File: src/sv/assert_macros.svh
// Assertion macros used by the datapath RTL of the region merge engine.
`ifndef ASSERT_MACROS_SVH
`define ASSERT_MACROS_SVH

// Check that a property holds at every clock edge outside reset.
`define ASSERT_HOLDS(lbl, clk, rst, prop, msg) \
   lbl: assert property (@(posedge clk) disable iff (rst) (prop)) else $error(msg);

// Check that a condition is never true outside reset.
`define ASSERT_NEVER(lbl, clk, rst, cond, msg) \
   lbl: assert property (@(posedge clk) disable iff (rst) !(cond)) else $error(msg);

`endif

File: src/sv/wrm_pkg.sv
// Types, constants and step codes of the watershed region merge engine.
package wrm_pkg;

   localparam int LABEL_BITS = 10;
   localparam int NODE_BITS  = 11;
   localparam int CNT_BITS   = 12;
   localparam int AREA_BITS  = 20;
   localparam int REG_BITS   = 10;
   localparam int MAX_LABELS = 1 << LABEL_BITS;
   localparam int MAX_NODES  = 1 << NODE_BITS;

   localparam logic [AREA_BITS-1:0] AREA_MAX   = '1;
   localparam logic [REG_BITS-1:0]  REGION_MAX = '1;
   localparam logic [CNT_BITS-1:0]  NO_PARENT  = CNT_BITS'(MAX_NODES);

   // Configuration register indexes.
   localparam logic CSR_THRESHOLD = 1'b0;
   localparam logic CSR_MIN_AREA  = 1'b1;
   localparam int   CSR_BITS      = 20;

   // Actions.
   localparam logic [1:0] ACT_PIXEL  = 2'd0;
   localparam logic [1:0] ACT_EDGE   = 2'd1;
   localparam logic [1:0] ACT_FINISH = 2'd2;
   localparam logic [1:0] ACT_LOOKUP = 2'd3;

   // Controller steps, also the datapath command code.
   localparam int         STEP_BITS = 5;
   localparam logic [4:0] ST_CLR   = 5'd0;
   localparam logic [4:0] ST_IDLE  = 5'd1;
   localparam logic [4:0] ST_LA    = 5'd2;
   localparam logic [4:0] ST_PIX1  = 5'd3;
   localparam logic [4:0] ST_PIX2  = 5'd4;
   localparam logic [4:0] ST_EA1   = 5'd5;
   localparam logic [4:0] ST_WALKA = 5'd6;
   localparam logic [4:0] ST_EB1   = 5'd7;
   localparam logic [4:0] ST_WALKB = 5'd8;
   localparam logic [4:0] ST_M1    = 5'd9;
   localparam logic [4:0] ST_M2    = 5'd10;
   localparam logic [4:0] ST_F0    = 5'd11;
   localparam logic [4:0] ST_F1    = 5'd12;
   localparam logic [4:0] ST_L1    = 5'd13;
   localparam logic [4:0] ST_WALKL = 5'd14;
   localparam logic [4:0] ST_RESP  = 5'd15;

   typedef struct packed {
      logic [1:0]            action;
      logic [LABEL_BITS-1:0] label_a;
      logic [LABEL_BITS-1:0] label_b;
      logic signed [15:0]    strength;
   } req_type;

   typedef struct packed {
      logic                  merged;
      logic [NODE_BITS-1:0]  new_node;
      logic [REG_BITS-1:0]   region_number;
      logic [REG_BITS-1:0]   region_total;
   } rsp_type;

   typedef struct packed {
      logic [STEP_BITS-1:0] op;
      logic                 accept;
      logic                 load_rsp;
   } cmd_type;

   typedef struct packed {
      logic [1:0] action;
      logic       la_zero;
      logic       lb_zero;
      logic       lab_zero;
      logic       walk_more;
      logic       no_merge;
      logic       nc_zero;
      logic       scan_last;
      logic       clr_last;
      logic       out_free;
   } status_type;

endpackage

File: src/sv/wrm_ctrl.sv
// Controller state machine of the watershed region merge engine.
module wrm_ctrl (
   input  logic                clock,
   input  logic                reset,
   input  logic                req_valid,
   output logic                req_stall,
   input  wrm_pkg::status_type status,
   output wrm_pkg::cmd_type    cmd
);

   logic [wrm_pkg::STEP_BITS-1:0] state_ff;
   logic [wrm_pkg::STEP_BITS-1:0] state_in;

   // Input transfers are taken only between items.
   assign req_stall    = (state_ff != wrm_pkg::ST_IDLE);
   assign cmd.op       = state_ff;
   assign cmd.accept   = (state_ff == wrm_pkg::ST_IDLE) && req_valid;
   assign cmd.load_rsp = (state_ff == wrm_pkg::ST_RESP) && status.out_free;

   // Next step.
   always_comb begin
      state_in = state_ff;
      case (state_ff)
         wrm_pkg::ST_CLR: begin
            if (status.clr_last) state_in = wrm_pkg::ST_IDLE;
         end
         wrm_pkg::ST_IDLE: begin
            if (req_valid) state_in = wrm_pkg::ST_LA;
         end
         wrm_pkg::ST_LA: begin
            if (status.action == wrm_pkg::ACT_FINISH) begin
               state_in = wrm_pkg::ST_F0;
            end else if (status.la_zero) begin
               state_in = (status.action == wrm_pkg::ACT_PIXEL) ?
                          wrm_pkg::ST_IDLE : wrm_pkg::ST_RESP;
            end else if (status.action == wrm_pkg::ACT_PIXEL) begin
               state_in = wrm_pkg::ST_PIX1;
            end else if (status.action == wrm_pkg::ACT_EDGE) begin
               state_in = wrm_pkg::ST_EA1;
            end else begin
               state_in = wrm_pkg::ST_L1;
            end
         end
         wrm_pkg::ST_PIX1: begin
            state_in = status.lab_zero ? wrm_pkg::ST_IDLE : wrm_pkg::ST_PIX2;
         end
         wrm_pkg::ST_PIX2: state_in = wrm_pkg::ST_IDLE;
         wrm_pkg::ST_EA1: begin
            state_in = status.lab_zero ? wrm_pkg::ST_RESP : wrm_pkg::ST_WALKA;
         end
         wrm_pkg::ST_WALKA: begin
            if (!status.walk_more)
               state_in = status.lb_zero ? wrm_pkg::ST_RESP : wrm_pkg::ST_EB1;
         end
         wrm_pkg::ST_EB1: begin
            state_in = status.lab_zero ? wrm_pkg::ST_RESP : wrm_pkg::ST_WALKB;
         end
         wrm_pkg::ST_WALKB: begin
            if (!status.walk_more)
               state_in = status.no_merge ? wrm_pkg::ST_RESP : wrm_pkg::ST_M1;
         end
         wrm_pkg::ST_M1: state_in = wrm_pkg::ST_M2;
         wrm_pkg::ST_M2: state_in = wrm_pkg::ST_RESP;
         wrm_pkg::ST_F0: begin
            state_in = status.nc_zero ? wrm_pkg::ST_RESP : wrm_pkg::ST_F1;
         end
         wrm_pkg::ST_F1: begin
            if (status.scan_last) state_in = wrm_pkg::ST_RESP;
         end
         wrm_pkg::ST_L1: begin
            state_in = status.lab_zero ? wrm_pkg::ST_RESP : wrm_pkg::ST_WALKL;
         end
         wrm_pkg::ST_WALKL: begin
            if (!status.walk_more) state_in = wrm_pkg::ST_RESP;
         end
         wrm_pkg::ST_RESP: begin
            if (status.out_free) state_in = wrm_pkg::ST_IDLE;
         end
         default: state_in = wrm_pkg::ST_IDLE;
      endcase
   end

   // State register; reset starts the label area clearing pass.
   always_ff @(posedge clock) begin
      if (reset) begin
         state_ff <= wrm_pkg::ST_CLR;
      end else begin
         state_ff <= state_in;
      end
   end

endmodule

File: config.mk
export PLATFORM = sky130hd
export DESIGN_NAME = wrm_ctrl
export DESIGN_NICKNAME = d
export VERILOG_FILES = /design/src/sv/assert_macros.svh /design/src/sv/wrm_pkg.sv /design/src/sv/wrm_ctrl.sv
export SDC_FILE = /design/constraint.sdc
export NUM_CORES = 1
export LEC_CHECK = 0
export BUFFER_PORTS_ARGS = -buffer_cell sky130_fd_sc_hd__buf_4
export CORE_AREA = 2 2 39 41
export CTS_BUF_LIST = sky130_fd_sc_hd__clkbuf_8
export DETAILED_ROUTE_END_ITERATION = 7
export DIE_AREA = 0 0 41 43
export PLACE_DENSITY = 0.67
export SYNTH_ARGS = -nofsm -noshare
export SYNTH_HDL_FRONTEND = slang
export SYNTH_SLANG_ARGS = --single-unit
File: constraint.sdc
create_clock -name clock -period 2.3 [get_ports clock]
set_clock_uncertainty 0.1 [all_clocks]
set_input_delay 0.69 -clock clock [delete_from_list [all_inputs] [get_ports clock]]
set_output_delay 0.69 -clock clock [all_outputs]
set_load 0.02 [all_outputs]
Word level (Yosys, flattened, before mapping)
Cells that the tools add are included.
Widths: inputs -> output; s select.
{"block": "classes", "n_reduce_logical": 5, "mux": 20, "n_eq_ne": 24}
{"op": "$pmux 5 s15", "count": 1}
{"op": "$eq 5x4->1 const B", "count": 8}
{"op": "$mux 5", "count": 7}
{"op": "$mux 4", "count": 7}
{"op": "$eq 5x3->1 const B", "count": 3}
{"op": "$ne 2x2->1 const B", "count": 7}
{"op": "$eq 5x2->1 const B", "count": 2}
{"op": "$mux 3", "count": 3}
{"op": "$reduce_and 7->1", "count": 1}
{"op": "$eq 5x1->1 const B", "count": 1}
{"op": "$logic_not 5->1", "count": 1}
{"op": "$ne 5x1->1 const B", "count": 1}
{"op": "$eq 2x1->1 const B", "count": 1}
{"op": "$eq 2x2->1 const B", "count": 1}
{"op": "$logic_and 1x1->1", "count": 2}
{"op": "$logic_not 2->1", "count": 1}
{"op": "$mux 2", "count": 1}
{"op": "$mux 1", "count": 1}
{"block": "totals", "out_inout_bits": 8, "input_bits": 14, "elab_cells": 50, "ff_bits": 5}

Longest topological paths before layout
Gate-level depths: netlist of run 1.
{"block": "depth", "ltp_word": 6, "ltp_mapped": 6, "ltp_nobuf": 6}

Least setup slack after synthesis of run 1
OpenSTA, ideal clock, no wires.
{"block": "synth_timing", "path_kind": "input to register", "from": "in status[9] (netlist bit)", "to": "reg state_ff[1] (netlist bit)", "setup_slack_ns": 0.346, "arrival_ns": 1.738, "t_required_ns": 2.084, "path_buffers": 0, "setup_ns": 0.116, "stages": 6, "path_cell_list": "or2_2 -> ha_1 -> o21ai_0 -> a32oi_1 -> o21bai_1 -> a31o_1"}
{"block": "synth_via", "elab_chain_len": 5, "elab_cells_between_ends": 7, "classes_between": "1 x eq/ne; 5 x mux; 1 x reduce/logical"}
{"item": "from (decl)", "line_no": "wrm_ctrl.sv:7", "rtl": "input wrm_pkg::status_type status,"}
{"item": "$logic_not 2->1", "line_no": "wrm_ctrl.sv:34, wrm_ctrl.sv:36"}
{"item": "$mux 4 (on tied branches)", "line_no": "wrm_ctrl.sv:36, wrm_ctrl.sv:34"}
{"item": "$mux 4", "line_no": "wrm_ctrl.sv:33", "rtl": "end else if (status.la_zero) begin"}
{"item": "$mux 4 *", "line_no": "wrm_ctrl.sv:31", "rtl": "if (status.action == wrm_pkg::ACT_FINISH) begin"}
{"item": "$pmux 5 s15 *", "line_no": "wrm_ctrl.sv:23", "rtl": "case (state_ff)"}
{"item": "to (signal assigned)", "line_no": "wrm_ctrl.sv:86", "rtl": "state_ff <= wrm_pkg::ST_CLR;"}
{"item": "to (signal assigned)", "line_no": "wrm_ctrl.sv:88", "rtl": "state_ff <= state_in;"}
{"item": "to (decl)", "line_no": "wrm_ctrl.sv:11", "rtl": "logic [wrm_pkg::STEP_BITS-1:0] state_ff;"}
Every way passes the cells marked *; elsewhere a longest branch is shown, timed or not.
A chain may end at the register's enable or synchronous reset.

==> results of run 1 <==
==> stage by stage <==
stage / total power, W / cells / util, % / setup slack, ns
3_5_place_dp: 0.0002022 / 103 / 48.28 / 0.1488
6_report: 0.0003480 / 106 / 51.27 / 0.1292
3_3_place_gp: 0.0002000 / 103 / 48.28 / 0.1722
2_1_floorplan: 0.0001620 / 68 / - / 0.3464
5_1_grt: 0.0003686 / 106 / 51.27 / 0.007738
4_1_cts: 0.0003501 / 106 / 51.27 / 0.1215
==> cell usage after synthesis, types with 2 or more instances <==
cell,number
a21oi_1,7
nor2_1,7
nand2_1,6
nor3_1,5
dfxtp_1,4
nand2b_1,4
buf_6,3
buf_4,2
nor3b_1,2
nor4_1,2
o21bai_1,2
==> kinds of logic after synthesis <==
logic type	Yosys count	synth area share, %
AOI/OAI and AO/OA	19	28.33
adders and majority gates	1	2.421
buffers and inverters	7	10.89
DFF	4	15.50
other	1	0.7257
and+or+nand+nor	36	42.13
==> power groups by stage <==
stage | logic, W | clock network (W) | registers, W
2_1_floorplan | 0.0000785 | 0 | 0.0000834
3_3_place_gp | 0.000117 | 0 | 0.0000831
3_5_place_dp | 0.000119 | 0 | 0.0000835
4_1_cts | 0.000120 | 0.000148 | 0.0000823
5_1_grt | 0.000133 | 0.000152 | 0.0000838
6_report | 0.000120 | 0.000146 | 0.0000824
==> how the worst max path moves through the flow <==
stage                                         from                       end  slack [ns]
after global placement                   status[9]  state_ff[1]$_SDFFE_PP0P_        0.17
after floorplan                          status[9]  state_ff[1]$_SDFFE_PP0P_        0.35
final                     state_ff[2]$_SDFFE_PP0P_                    cmd[0]        0.13
after global routing      state_ff[2]$_SDFFE_PP0P_                    cmd[0]       0.008
after detailed placement                 status[9]  state_ff[1]$_SDFFE_PP0P_        0.15
after CTS                 state_ff[2]$_SDFFE_PP0P_                    cmd[0]        0.12
==> cell type report <==
cell class / count / area [µm²]
Fill cell: 137 / 674.4
Multi-Input combinational cell: 57 / 380.4
Timing Repair Buffer: 24 / 180.2
Sequential cell: 4 / 80.08
Clock buffer: 3 / 41.29
Tap cell: 16 / 20.02
Inverter: 2 / 7.507
==> critical path, stage by stage, from the launching register on <==
cell and delay (ns):
dfxtp_1 0.57, nand2_1 0.17, nor2_1 0.15, and2_1 0.14, buf_4 0.13
==> layer usage <==
layer / GRT usage (%) / up-vias / part of all wire (%)
li1: - / 293 / -
met1: 24.12 / 257 / 43
met2: 28.75 / 20 / 50
met3: 3.141 / 2 / 6.3
met4: 6.000 / 0 / 1.3
met5: 0 / - / 0
==> results_dict.tcl, run 1 <==
set metrics [dict create \
    finalCritPeriodShare_pct 94.38 \
    design_area_um2 709.4 \
    synth_cell_types 35 \
    crit_path_start_kind "flip-flop" \
    ant_nets 0 \
    fmax_mhz 460.7 \
    grt_pass1_vias 562 \
    vias 572 \
    worstPathRequired_ns 1.51 \
    cts-root-buf "clkbuf_8" \
    finalSetupTns_ns 0 \
    drtIter0Drc 20 \
    drc 0 \
    maxCapViolCount 0 \
    cts_made_buffers 3 \
    gr-total-overflow 0 \
    hold_depth 2 \
    reg2reg_depth 6 \
    largest_reg_flops 4 \
    ios 22 \
    synth.top_cell.area_share_pct 15.50 \
    wl_um 1308 \
    initial_core_util_pct 37.34 \
    min_from "state_ff[3]$_SDFFE_PP0P_" \
    path_class "flip-flop to output port" \
    avgSynthCellArea_um2 7.599 \
    path_max_fanout 13 \
    synth_edf_count 0 \
    via_per_inst 5.396 \
    cts_buffer_depth 2 \
    clock_sinks 4 \
    grt_pass1_wl_um 2249 \
    place.gp.congestion 0.7924 \
    power.internal_w 0.0002449 \
    synth-seq-cells 4 \
    min_to "state_ff[3]$_SDFFE_PP0P_" \
    drt-wirelength-per-cell_um 12.34 \
    irDropWorstVdd_uv 382.0 \
    grt_usage_pct 18.27 \
    critPathArrivalTime_ns 1.38 \
    place_area_um2 668.1 \
    power_frac_clock_pct 42.0 \
    die_h_um 43 \
    regMostFlops "state_ff" \
    grt_max_degree 14 \
    core-area_mm2 0.001384 \
    p_sw_share_pct 29.61 \
    firstDrtPassIters 4 \
    leakage_nw 0.3016 \
    final_max_slew_viol_count 0 \
    pwr-share-comb_pct 34.4 \
    fin_nets 107 \
    holdBufCountCts 0 \
    clk_latency_ns 0.21 \
    hpwl_um 996.5 \
    holdWs_ns 0.5294 \
    setup_viol 0 \
    antenna_found_initial 0 \
    netlist_area_um2 516.7 \
    finalHoldViolations 0 \
    ys_seq_area_share_pct 15.50 \
    synth_flop_cell "dfxtp_1" \
    rsz0062_at_grt "false" \
    area.growth.synth_to_final_pct 37.29 \
    timing.rr.start "state_ff[0]$_SDFFE_PP0P_" \
    synthTopCellsByArea "dfxtp_1 (15%), a21oi_1 (6.8%), buf_6 (6.5%), nor2_1 (5.1%), nand2b_1 (4.8%)" \
    std_cell_rows 14 \
    num_antenna_cells 0 \
    hold_class "flip-flop to flip-flop" \
    async_reset_ff_share_pct 0 \
    status "completed" \
    drive_gt1_share_pct 37.78 \
    top_regs "state_ff x4" \
    switching_power_w 0.0001030 \
    cts-resized-gates 0 \
    share_seq_of_total_power_pct 23.7 \
    syn-num-nets 83 \
    path_clk_slew_ns 0.03 \
    rrSetupSlack_ns 0.33 \
    syn_inst 68 \
    pwr_density_cell_mw_per_mm2 490.5 \
    yosysWarnings 0 \
    regToRegEndpoint "state_ff[3]$_SDFFE_PP0P_" \
    htreeDepth 1 \
    synth_area_leader_cell "dfxtp_1" \
    final_common_cell "buf_4" \
    cts_setup_buffers 0 \
    die-area_mm2 0.001763 \
    cts_tree "built" \
    die_w_um 41 \
    mostFrequentLayoutCells "buf_4 (24), nor2_1 (7), a21oi_1 (7)" \
    cp-end-kind "output port" \
    io_buffers 20 \
    final.min_clock_period_ns 2.171 \
]
Note: power is estimated with default switching activity, not from simulation.
==> run 2, diff against run 1 <==
--- a/config.mk
+++ b/config.mk
@@ -5,12 +5,12 @@
 export SDC_FILE = /design/constraint.sdc
 export NUM_CORES = 1
 export LEC_CHECK = 0
-export BUFFER_PORTS_ARGS = -buffer_cell sky130_fd_sc_hd__buf_4
 export CORE_AREA = 2 2 39 41
 export CTS_BUF_LIST = sky130_fd_sc_hd__clkbuf_8
 export DETAILED_ROUTE_END_ITERATION = 7
 export DIE_AREA = 0 0 41 43
-export PLACE_DENSITY = 0.67
+export DONT_BUFFER_PORTS = 1
+export MAX_ROUTING_LAYER = met4
 export SYNTH_ARGS = -nofsm -noshare
 export SYNTH_HDL_FRONTEND = slang
 export SYNTH_SLANG_ARGS = --single-unit
==> run 2 against run 1 <==
  * First-iteration DRC count shrank 40%
  * Sequential power fell by 2.8%
  * Cell count shrank 17%
  * Largest power group unchanged
  * Highest routed layer is now met3
==> results_dict.tcl, run 2 (same netlist as run 1, synthesis figures left out) <==
set metrics [dict create \
    status "completed" \
    rsz0062_at_grt "false" \
    hold_class "primary input to flip-flop" \
    cts_tree "built" \
    top_layer_used "met3" \
    wl_met1_um 511 \
    cts_buffer_depth 2 \
    critPathArrivalTime_ns 1.35 \
    io_buffers 0 \
    place.gp.congestion 0.8054 \
    path_clk_slew_ns 0.03 \
    worstPathRequired_ns 1.51 \
    die_w_um 41 \
    ios 22 \
    met3_length_um 74 \
    cpLargestDelayFamily "flip-flops" \
    relSlewSlack_pct 62.38 \
    drive_gt1_share_pct 22.22 \
    crit_path_start_kind "flip-flop" \
    top_regs "state_ff x4" \
    regMostFlops "state_ff" \
    vias 495 \
    dp.cells 85 \
    grt_pass1_vias 478 \
    cp-end-kind "output port" \
    path_cells "buf_4 -> inv_2 -> nor2_1 -> and3_1" \
    ant_nets 0 \
    mostFrequentLayoutCells "nor2_1 (7), a21oi_1 (7), nand2_1 (6), buf_4 (6), nor3_1 (5)" \
    fmax_mhz 467.6 \
    cts-resized-gates 0 \
    gr-total-overflow 0 \
    via_per_inst 5.625 \
    finalCritPeriodShare_pct 92.98 \
    fin_nets 89 \
    grt_usage_pct 16.79 \
    path_class "flip-flop to output port" \
    instances_no_fill 88 \
    irDropWorstVdd_uv 220.8 \
    finalHoldViolations 0 \
    htreeDepth 1 \
    cp_slowest_cell "dfxtp_1" \
    path_max_fanout 8 \
    grt_pass1_wl_um 1980 \
    hpwl_um 938.8 \
    core-area_mm2 0.001384 \
    wl_met2_um 593 \
    postLayoutCoreUtil_pct 41.50 \
    area.growth.synth_to_final_pct 11.14 \
    clk_latency_ns 0.22 \
    holdBufCountCts 0 \
    leakage_nw 0.2130 \
    drc 0 \
    drt-wirelength-per-cell_um 13.40 \
    cts_setup_buffers 0 \
    cts-root-buf "clkbuf_8" \
    setup_viol 0 \
    final.min_clock_period_ns 2.138 \
    initial_core_util_pct 37.34 \
    maxCapViolCount 0 \
    die_h_um 43 \
    firstDrtPassIters 5 \
    drtIter0Drc 12 \
    std_cell_rows 14 \
    final_max_slew_viol_count 0 \
    grt_max_degree 13 \
    slowest_delay_ns 0.47 \
    clock_sinks 4 \
    wl_um 1179 \
    largest_reg_flops 4 \
    critPathBufInv 2 \
    die-area_mm2 0.001763 \
    cts_made_buffers 3 \
    finalSetupTns_ns 0 \
    antenna_found_initial 0 \
    pwr_density_cell_mw_per_mm2 558.1 \
    num_antenna_cells 0 \
    worstMarginPinSlew_ns 0.5592 \
]
==> run 2: changes by cell type in the layout (fill, tap and decap cells not counted) <==
cell	previous run	this run
buf_4	24	6
==> run 2: final timing paths <==
path / endpoint / slack [ns] / cells past startpoint / from
max: cmd[1] / 0.16 / 4 / state_ff[0]$_SDFFE_PP0P_
min: state_ff[0]$_SDFFE_PP0P_ / 0.44 / 1 / reset
max reg2reg: state_ff[0]$_SDFFE_PP0P_ / 0.39 / 6 / state_ff[0]$_SDFFE_PP0P_
min reg2reg: state_ff[0]$_SDFFE_PP0P_ / 0.53 / 2 / state_ff[0]$_SDFFE_PP0P_
==> run 2: where the power goes <==
group | internal (W) | total (W) | switching, W
clock network | 0.000111 | 0.000147 | 0.0000352
registers | 0.0000735 | 0.0000801 | 0.00000661
logic | 0.0000410 | 0.0000938 | 0.0000528
==> run 2: metrics by stage <==
stage | total power (W) | setup slack [ns] | hold slack (ns) | instance area (µm²)
after floorplan | 0.0001620 | 0.3464 | 0.5989 | 516.7
after global placement | 0.0001743 | 0.3109 | 0.5156 | 533.0
after detailed placement | 0.0001751 | 0.2844 | 0.5171 | 533.0
after CTS | 0.0003261 | 0.1528 | 0.4370 | 574.3
after global routing | 0.0003400 | 0.02966 | 0.4373 | 574.3
final | 0.0003205 | 0.1616 | 0.4419 | 574.3
==> run 2: routing by layer <==
layer,global-route usage [%],vias to the layer above
met2,23.13,15
met3,3.141,0
met4,10.00,0
met5,-,-
met1,21.94,225
li1,-,255
==> run 2: area by class of cell <==
| type | count | area, µm² |
|---|---|---|
| Tap cell | 16 | 20.02 |
| Inverter | 2 | 7.507 |
| Sequential cell | 4 | 80.08 |
| Clock buffer | 3 | 41.29 |
| Multi-Input combinational cell | 57 | 380.4 |
| Fill cell | 153 | 809.5 |
| Timing Repair Buffer | 6 | 45.04 |
==> run 3, diff against run 2 <==
--- a/config.mk
+++ b/config.mk
@@ -5,12 +5,14 @@
 export SDC_FILE = /design/constraint.sdc
 export NUM_CORES = 1
 export LEC_CHECK = 0
-export CORE_AREA = 2 2 39 41
+export CORE_AREA = 3 3 40 42
 export CTS_BUF_LIST = sky130_fd_sc_hd__clkbuf_8
 export DETAILED_ROUTE_END_ITERATION = 7
-export DIE_AREA = 0 0 41 43
+export DIE_AREA = 0 0 43 45
 export DONT_BUFFER_PORTS = 1
 export MAX_ROUTING_LAYER = met4
+export REMOVE_ABC_BUFFERS = 1
+export SLEW_MARGIN = 20
 export SYNTH_ARGS = -nofsm -noshare
 export SYNTH_HDL_FRONTEND = slang
 export SYNTH_SLANG_ARGS = --single-unit
==> run 3 against run 2 <==
  * Flip-flop and latch count did not move
  * Utilization is 2.6 points higher
  * Register-to-register slack improved by 0.03 ns
  * Global-route usage is 3.1 points lower
  * Combinational power decreased by 9.4%
  * Hold slack got worse by 0.011 ns
  * Cell area fell by 1.3%
  * Highest routed layer is now met4
==> results_dict.tcl, run 3 (same netlist as run 1, synthesis figures left out) <==
set metrics [dict create \
    cts_made_buffers 3 \
    grt_usage_pct 13.70 \
    cts_buffer_depth 2 \
    grt_pass1_vias 453 \
    finalHoldViolations 0 \
    final_max_slew_viol_count 0 \
    setup_ws_ns 0.1630 \
    finalSetupTns_ns 0 \
    core-area_mm2 0.001285 \
    hold_depth 1 \
    via_per_inst 5.802 \
    place_ws_ns 0.2674 \
    design_area_um2 566.8 \
    fmax_mhz 467.9 \
    grt_max_degree 15 \
    setup_viol 0 \
    ant_nets 0 \
    timing.rr.start "state_ff[2]$_SDFFE_PP0P_" \
    wl_um 1176 \
    hold_class "primary input to flip-flop" \
    regMostFlops "state_ff" \
    ios 22 \
    final.min_clock_period_ns 2.137 \
    grt.busiest_layer "met2" \
    relSlewSlack_pct 59.21 \
    worstPathRequired_ns 1.51 \
    path_class "flip-flop to output port" \
    gr-total-overflow 0 \
    cts-root-buf "clkbuf_8" \
    met1_usage_pct 17.51 \
    worstSetupStartpoint "state_ff[2]$_SDFFE_PP0P_" \
    hpwl_um 921.4 \
    mostFrequentLayoutCells "nor2_1 (7), a21oi_1 (7), nand2_1 (6)" \
    die-area_mm2 0.001935 \
    pwr_density_cell_mw_per_mm2 568.6 \
    crit_path_start_kind "flip-flop" \
    clock_sinks 4 \
    die_h_um 45 \
    seq_area_um2 81.33 \
    status "completed" \
    place_area_um2 524.3 \
    clk_latency_ns 0.22 \
    drc 0 \
    cts_tree "built" \
    path_max_fanout 12 \
    critPathArrivalTime_ns 1.35 \
    std_cell_rows 13 \
    multi_input_area_um2 380.4 \
    top_regs "state_ff x4" \
    grt_pass1_wl_um 1911 \
    irDropWorstVdd_uv 277.2 \
    rrSetupSlack_ns 0.42 \
    min_to "state_ff[0]$_SDFFE_PP0P_" \
    num_antenna_cells 0 \
    grt_use_met3_pct 2.390 \
    largest_reg_flops 4 \
    rsz0062_at_grt "false" \
    io_buffers 0 \
    maxCapViolCount 0 \
    firstDrtPassIters 4 \
    vias 499 \
    finalCritPeriodShare_pct 92.91 \
    regToRegEndpoint "state_ff[0]$_SDFFE_PP0P_" \
    place.gp.congestion 0.8583 \
    holdBufCountCts 0 \
    drtIter0Drc 12 \
    fin_nets 88 \
    area.growth.synth_to_final_pct 9.685 \
    htreeDepth 1 \
    cts_setup_buffers 0 \
    use_met2_pct 20.66 \
    min_from "reset" \
    die_w_um 43 \
    drt-wirelength-per-cell_um 13.67 \
    reg2reg_depth 5 \
    path_clk_slew_ns 0.03 \
    leakage_nw 0.2081 \
    fillers 145 \
    initial_core_util_pct 40.21 \
    worstMarginPinSlew_ns 0.6062 \
    antenna_found_initial 0 \
    cp-end-kind "output port" \
    drive_gt1_share_pct 22.54 \
]
-- run 3: changes by cell type in the layout (fill, tap and decap cells not counted), sizes merged --
cell / change
buf: -1
-- run 3: worst max path at each step --
stage | to | cells past startpoint | slack [ns]
floorplan | cmd[0] | 3 | 0.27
global placement | cmd[0] | 3 | 0.28
detailed placement | cmd[0] | 3 | 0.27
CTS | cmd[0] | 3 | 0.03
global route | cmd[0] | 3 | 0.04
finish | cmd[0] | 3 | 0.16
-- run 3: where the power goes --
part           total [W]  switching [W]  internal [W]
Combinational  0.0000850      0.0000469     0.0000381
Clock           0.000152      0.0000401      0.000112
Sequential     0.0000854      0.0000113     0.0000740
-- run 3: repair_timing --
action | 4_1_cts | 5_1_grt
endpoints found under the setup margin | 0 | 1
resized for setup | 0 | 1
hold endpoints to repair | 0 | 0
-- run 3: critical path, cell delays in order, from the launching register on --
cell     delay [ns]
dfxtp_1        0.54
nand2_1        0.15
nor2_1         0.16
and2_1         0.27
-- run 3: metal layers --
metal  routed length (µm)  share of wire (%)
met1                  529                 45
met2                  547                 47
met3                   73                6.2
met4                   25                2.1
met5                    0                  0
-- run 3: stage by stage --
step / total power, W / utilization (%) / hold slack [ns] / cells
after detailed placement: 0.0001718 / 40.80 / 0.5412 / 83
after CTS: 0.0003255 / 44.01 / 0.4360 / 86
final: 0.0003223 / 44.11 / 0.4312 / 86
after global placement: 0.0001717 / 40.80 / 0.5385 / 83
after floorplan: 0.0001533 / - / 0.5587 / 63
after global routing: 0.0003406 / 44.11 / 0.4289 / 86
-- run 3: final cells by class --
cell class / count / share of cell area (%)
repair buffers: 5 / 6.623
multi-input cells: 57 / 67.11
well taps: 15 / 3.311
flip-flops and latches: 4 / 14.35
clock buffers: 3 / 7.285
inverters: 2 / 1.325
